[src/design/tpq_div_cell.sv]
// tpq_div_cell: one restoring-division cell, resolves one quotient bit
// depends on tpq_pkg widths via parameters from the top level
`default_nettype none
module tpq_div_cell #(
	parameter int RW = 78,
	parameter int DNW = 52,
	parameter int QW = 25,
	parameter int SW = 79,
	parameter int SHIFT = 0
) (
	input  wire             clk,
	input  wire             arst_n,
	input  wire             en,
	input  wire             vld_in,
	input  wire [RW-1:0]    rem_in,
	input  wire [DNW-1:0]   den_in,
	input  wire [QW-1:0]    quo_in,
	input  wire [SW-1:0]    side_in,
	output logic            vld_q,
	output logic [RW-1:0]   rem_q,
	output logic [DNW-1:0]  den_q,
	output logic [QW-1:0]   quo_q,
	output logic [SW-1:0]   side_q
);
	logic [RW-1:0] sub;
	logic take;
	logic [QW-1:0] quo_n;

	always_comb begin
		sub = RW'(den_in) << SHIFT;
		take = rem_in >= sub;
		quo_n = quo_in;
		quo_n[SHIFT] = take;
	end

	always_ff @(posedge clk or negedge arst_n) begin
		if (!arst_n) begin
			vld_q <= 1'b0;
		end else if (en) begin
			vld_q <= vld_in;
		end
	end

	always_ff @(posedge clk) begin
		if (en) begin
			rem_q  <= take ? rem_in - sub : rem_in;
			den_q  <= den_in;
			quo_q  <= quo_n;
			side_q <= side_in;
		end
	end
endmodule
`default_nettype wire

[config.mk]
export PLATFORM = sky130hd
export DESIGN_NAME = tpq_div_cell
export DESIGN_NICKNAME = d
export VERILOG_FILES = /design/src/design/tpq_div_cell.sv
export SDC_FILE = /design/constraint.sdc
export NUM_CORES = 1
export LEC_CHECK = 0
export ABC_AREA = 1
export BUFFER_PORTS_ARGS = -buffer_cell sky130_fd_sc_hd__buf_2
export CORE_MARGIN = 2
export CORE_UTILIZATION = 30
export DETAILED_ROUTE_END_ITERATION = 10
export PLACE_DENSITY = 0.63
export SYNTH_ARGS = -nofsm -noshare
export SYNTH_HDL_FRONTEND = slang
export SYNTH_SLANG_ARGS = --single-unit
[constraint.sdc]
create_clock -name clk -period 1.57 [get_ports clk]
set_clock_uncertainty 0.2 [all_clocks]
set_input_delay 0.314 -clock clk [delete_from_list [all_inputs] [get_ports clk]]
set_output_delay 0.314 -clock clk [all_outputs]
set_load 0.005 [all_outputs]
==> reports/results.txt <==
status = finished with violations
failing checks = negative setup slack
IO Pins = 473
Worst Hold End = rem_q[57]$_DFFE_PP_
Clock Path Buffers = 3
FMAX = 466.0 MHz
Final Power = 21.29 mW
reg2reg setup slack = 0.62 ns
Fin Setup TNS = -40.65 ns
# placed instances = 3295
TritonCTS Buffers = 28
register area = 7052 um^2
post-synthesis cell type count = 35
Die W = 222.4 um
area leader, netlist = edfxtp_1
RR Startpoint = vld_q$_DFFE_PN0P_
maxcap violations = 0
initial antenna violation count = 8
Via Count = 16620
Total GRT Usage = 27.96%
fin crit period = 2.146 ns
Hold Fails Final Rpt = 0
async set-reset flop share out of synthesis = 0.4255%
dpl ws = -1.578 ns
final wirelength = 72.00 mm
cells on worst reg2reg path = 1
Top FF cell, synth = edfxtp_1
vias in the first global route = 16870
Hold Crit Start = rem_in[57]
slowest stage cell, crit path = nand4_1
Crit Reg-Reg Endpoint = vld_q$_DFFE_PN0P_
1st-iter DRT viols = 900
Mapped Cells = 1850
CTS tree = built
crit path capture type = flop
DR DRC count = 0
top-area cell type share of the netlist area = 49.10%
Setup crit start kind = input pin
port buffer count = 471
Layout area overhead = 85.85%
Design Area, Final = 26600 um^2
Slew Limit Fails = 0
total congestion overflow = 0
clk root buf = clkbuf_16
flops & latches, synth = 235
slew of the pin with the lowest slew margin = 0.3923 ns
Crit. Startpoint = den_in[3]
most frequent cell after synthesis = nand2_1
final core occ = 56.06%
Routed WL per cell = 19.86 um
Layout fillers = 4303
cell row count = 80
pin count of the biggest net entering global routing = 46
H-tree levels = 1
share of post-route cells with drive strength above 1 = 49.14%
LEAKAGE = 12.72 nW
ANT nets after route = 0
CP required = 1.68 ns
Post-Syn Area = 14310 um^2
CP Max Fanout = 5
core box area = 47450 um^2
Routability Congestion = 0.9472
Post-synth EDFFs = 234
# setup viols final = 259
first-pass GRT wire length = 102.9 mm
unrepaired setup endpoints after global routing = true
Hold WC Path Type = input pin to flop
post-DP HPWL = 54.48 mm
Initial DRT Pass Iterations = 5
Seq/Total Area, Yosys = 49.27%
Clock Latency Late Sink = 0.57 ns
pwr dens = 800.3 nW/um^2
final worst setup slack = -0.5758 ns
Die H = 222.4 um
fin cells = 3625
nets = 3276
via/cell ratio = 4.585
CP peak stage delay = 0.28 ns
Post-synth top cells = nand2_1, inv_1, edfxtp_1
top post-synthesis cells by area = edfxtp_1, nand2_1, inv_1
slew margin rel. = 73.57%
Worst Setup Path Type = input pin to flop
Reg clk slew, reported paths = 0.06 ns
synthesized area per cell = 7.736 um^2
Placement Cell Area = 20400 um^2
starting density of the core = 30.16%
WHS = 0.01991 ns
DIE AREA = 49470 um^2
Period Utilization, post-route = 136.7%
Worst Path Arrival = 2.26 ns
syn_nets = 2141
Multi-input gate area = 8119 um^2
Hold Path Cell Cnt = 6
TritonCTS Sinks = 235
worst vdd ir = 0.0007836 V
crit path cell chain = buf_8, inv_4, ha_4, buf_6, nand2_4, inv_2, nand4_1, nor2_4, nand4_1, nand2_2, nor2_4, nand2_8, inv_12, buf_12, clkbuf_16, nand2_4, o21ai_2
synth warn = 0
worst max-delay path: cells and delay by family:
kind | cells | cell delay (ns)
simple gates | 8 | 0.97
buf+inv | 7 | 0.63
fa+ha+maj | 1 | 0.27
compound gates | 1 | 0.05
where the power goes:
group | switching [mW] | leakage (nW) | total, mW | internal, mW
Sequential | 0.213 | 2.30 | 7.86 | 7.64
Clock | 2.81 | 0.482 | 7.08 | 4.27
Combinational | 3.28 | 9.94 | 6.35 | 3.07
per-layer routing:
metal | part of all wire [%] | global-route usage (%)
met5 | 0.074 | 0
met4 | 3.8 | 11.39
met3 | 5.8 | 5.594
met2 | 48 | 48.09
met1 | 42 | 34.29
layout by cell type, fill, tap and decap left out, types with 8 or more instances in the layout:
master,count
ha_4,51
o21ai_1,29
nand3b_1,14
buf_2,444
nor2_4,46
inv_1,279
a21oi_2,28
inv_4,11
nand4_1,35
o21ai_0,14
buf_12,9
nand3_2,13
nand3_1,44
xnor2_1,30
buf_4,402
nor3_2,8
buf_6,38
nor2_1,92
nand2_2,163
dlygate4sd3_1,214
a21oi_1,14
nand2_1,508
inv_2,73
nor2_2,46
nand2_4,48
a21oi_4,11
edfxtp_1,234
clkbuf_16,30
registers in the layout (all words and copies together), names as in the netlist:
signal,cells
side_q,79
rem_q,78
den_q,52
quo_q,25
vld_q,1
cell families (layout without fill, tap and decap cells):
logic type / count (synthesis) / count (layout) / share of synthesized area (%)
adders and majority gates: 53 / 53 / 4.686
and+or+nand+nor: 1039 / 1039 / 29.34
AOI/OAI and AO/OA: 108 / 108 / 4.223
other: 0 / 4 / 0
xor gates and xnor gates: 36 / 36 / 2.203
DFF: 235 / 235 / 49.27
buffers and inverters: 378 / 1534 / 10.19
muxes: 1 / 1 / 0.07868
how the worst max path moves through the flow:
| stage | cells after the start | slack [ns] | endpoint |
|---|---|---|---|
| 5_1_grt | 20 | -0.58 | rem_q[7]$_DFFE_PP_ |
| 3_5_place_dp | 18 | -1.58 | rem_q[40]$_DFFE_PP_ |
| 2_1_floorplan | 16 | -0.82 | rem_q[3]$_DFFE_PP_ |
| 3_3_place_gp | 18 | -1.57 | rem_q[40]$_DFFE_PP_ |
| 6_report | 17 | -0.58 | rem_q[7]$_DFFE_PP_ |
| 4_1_cts | 18 | -0.53 | rem_q[3]$_DFFE_PP_ |
layout make-up:
class	count	share of cell area (%)
Timing Repair inverter	1	0.04234
Sequential cell	235	26.51
Inverter	365	5.349
Tap cell	615	2.893
Multi-Input combinational cell	1237	30.53
Antenna cell	4	0.03763
Clock buffer	33	2.860
Clock inverter	18	0.8561
Timing Repair Buffer	1117	30.92
timing repair:
item	in CTS	in global routing
hold buffers	212	2
pin swaps	26	129
hold endpoints to repair	221	2
gates cloned	7	1
endpoints found under the setup margin	314	314
setup buffers	22	33
gates resized for setup	263	430
Power figures use the tool's default switching activity.
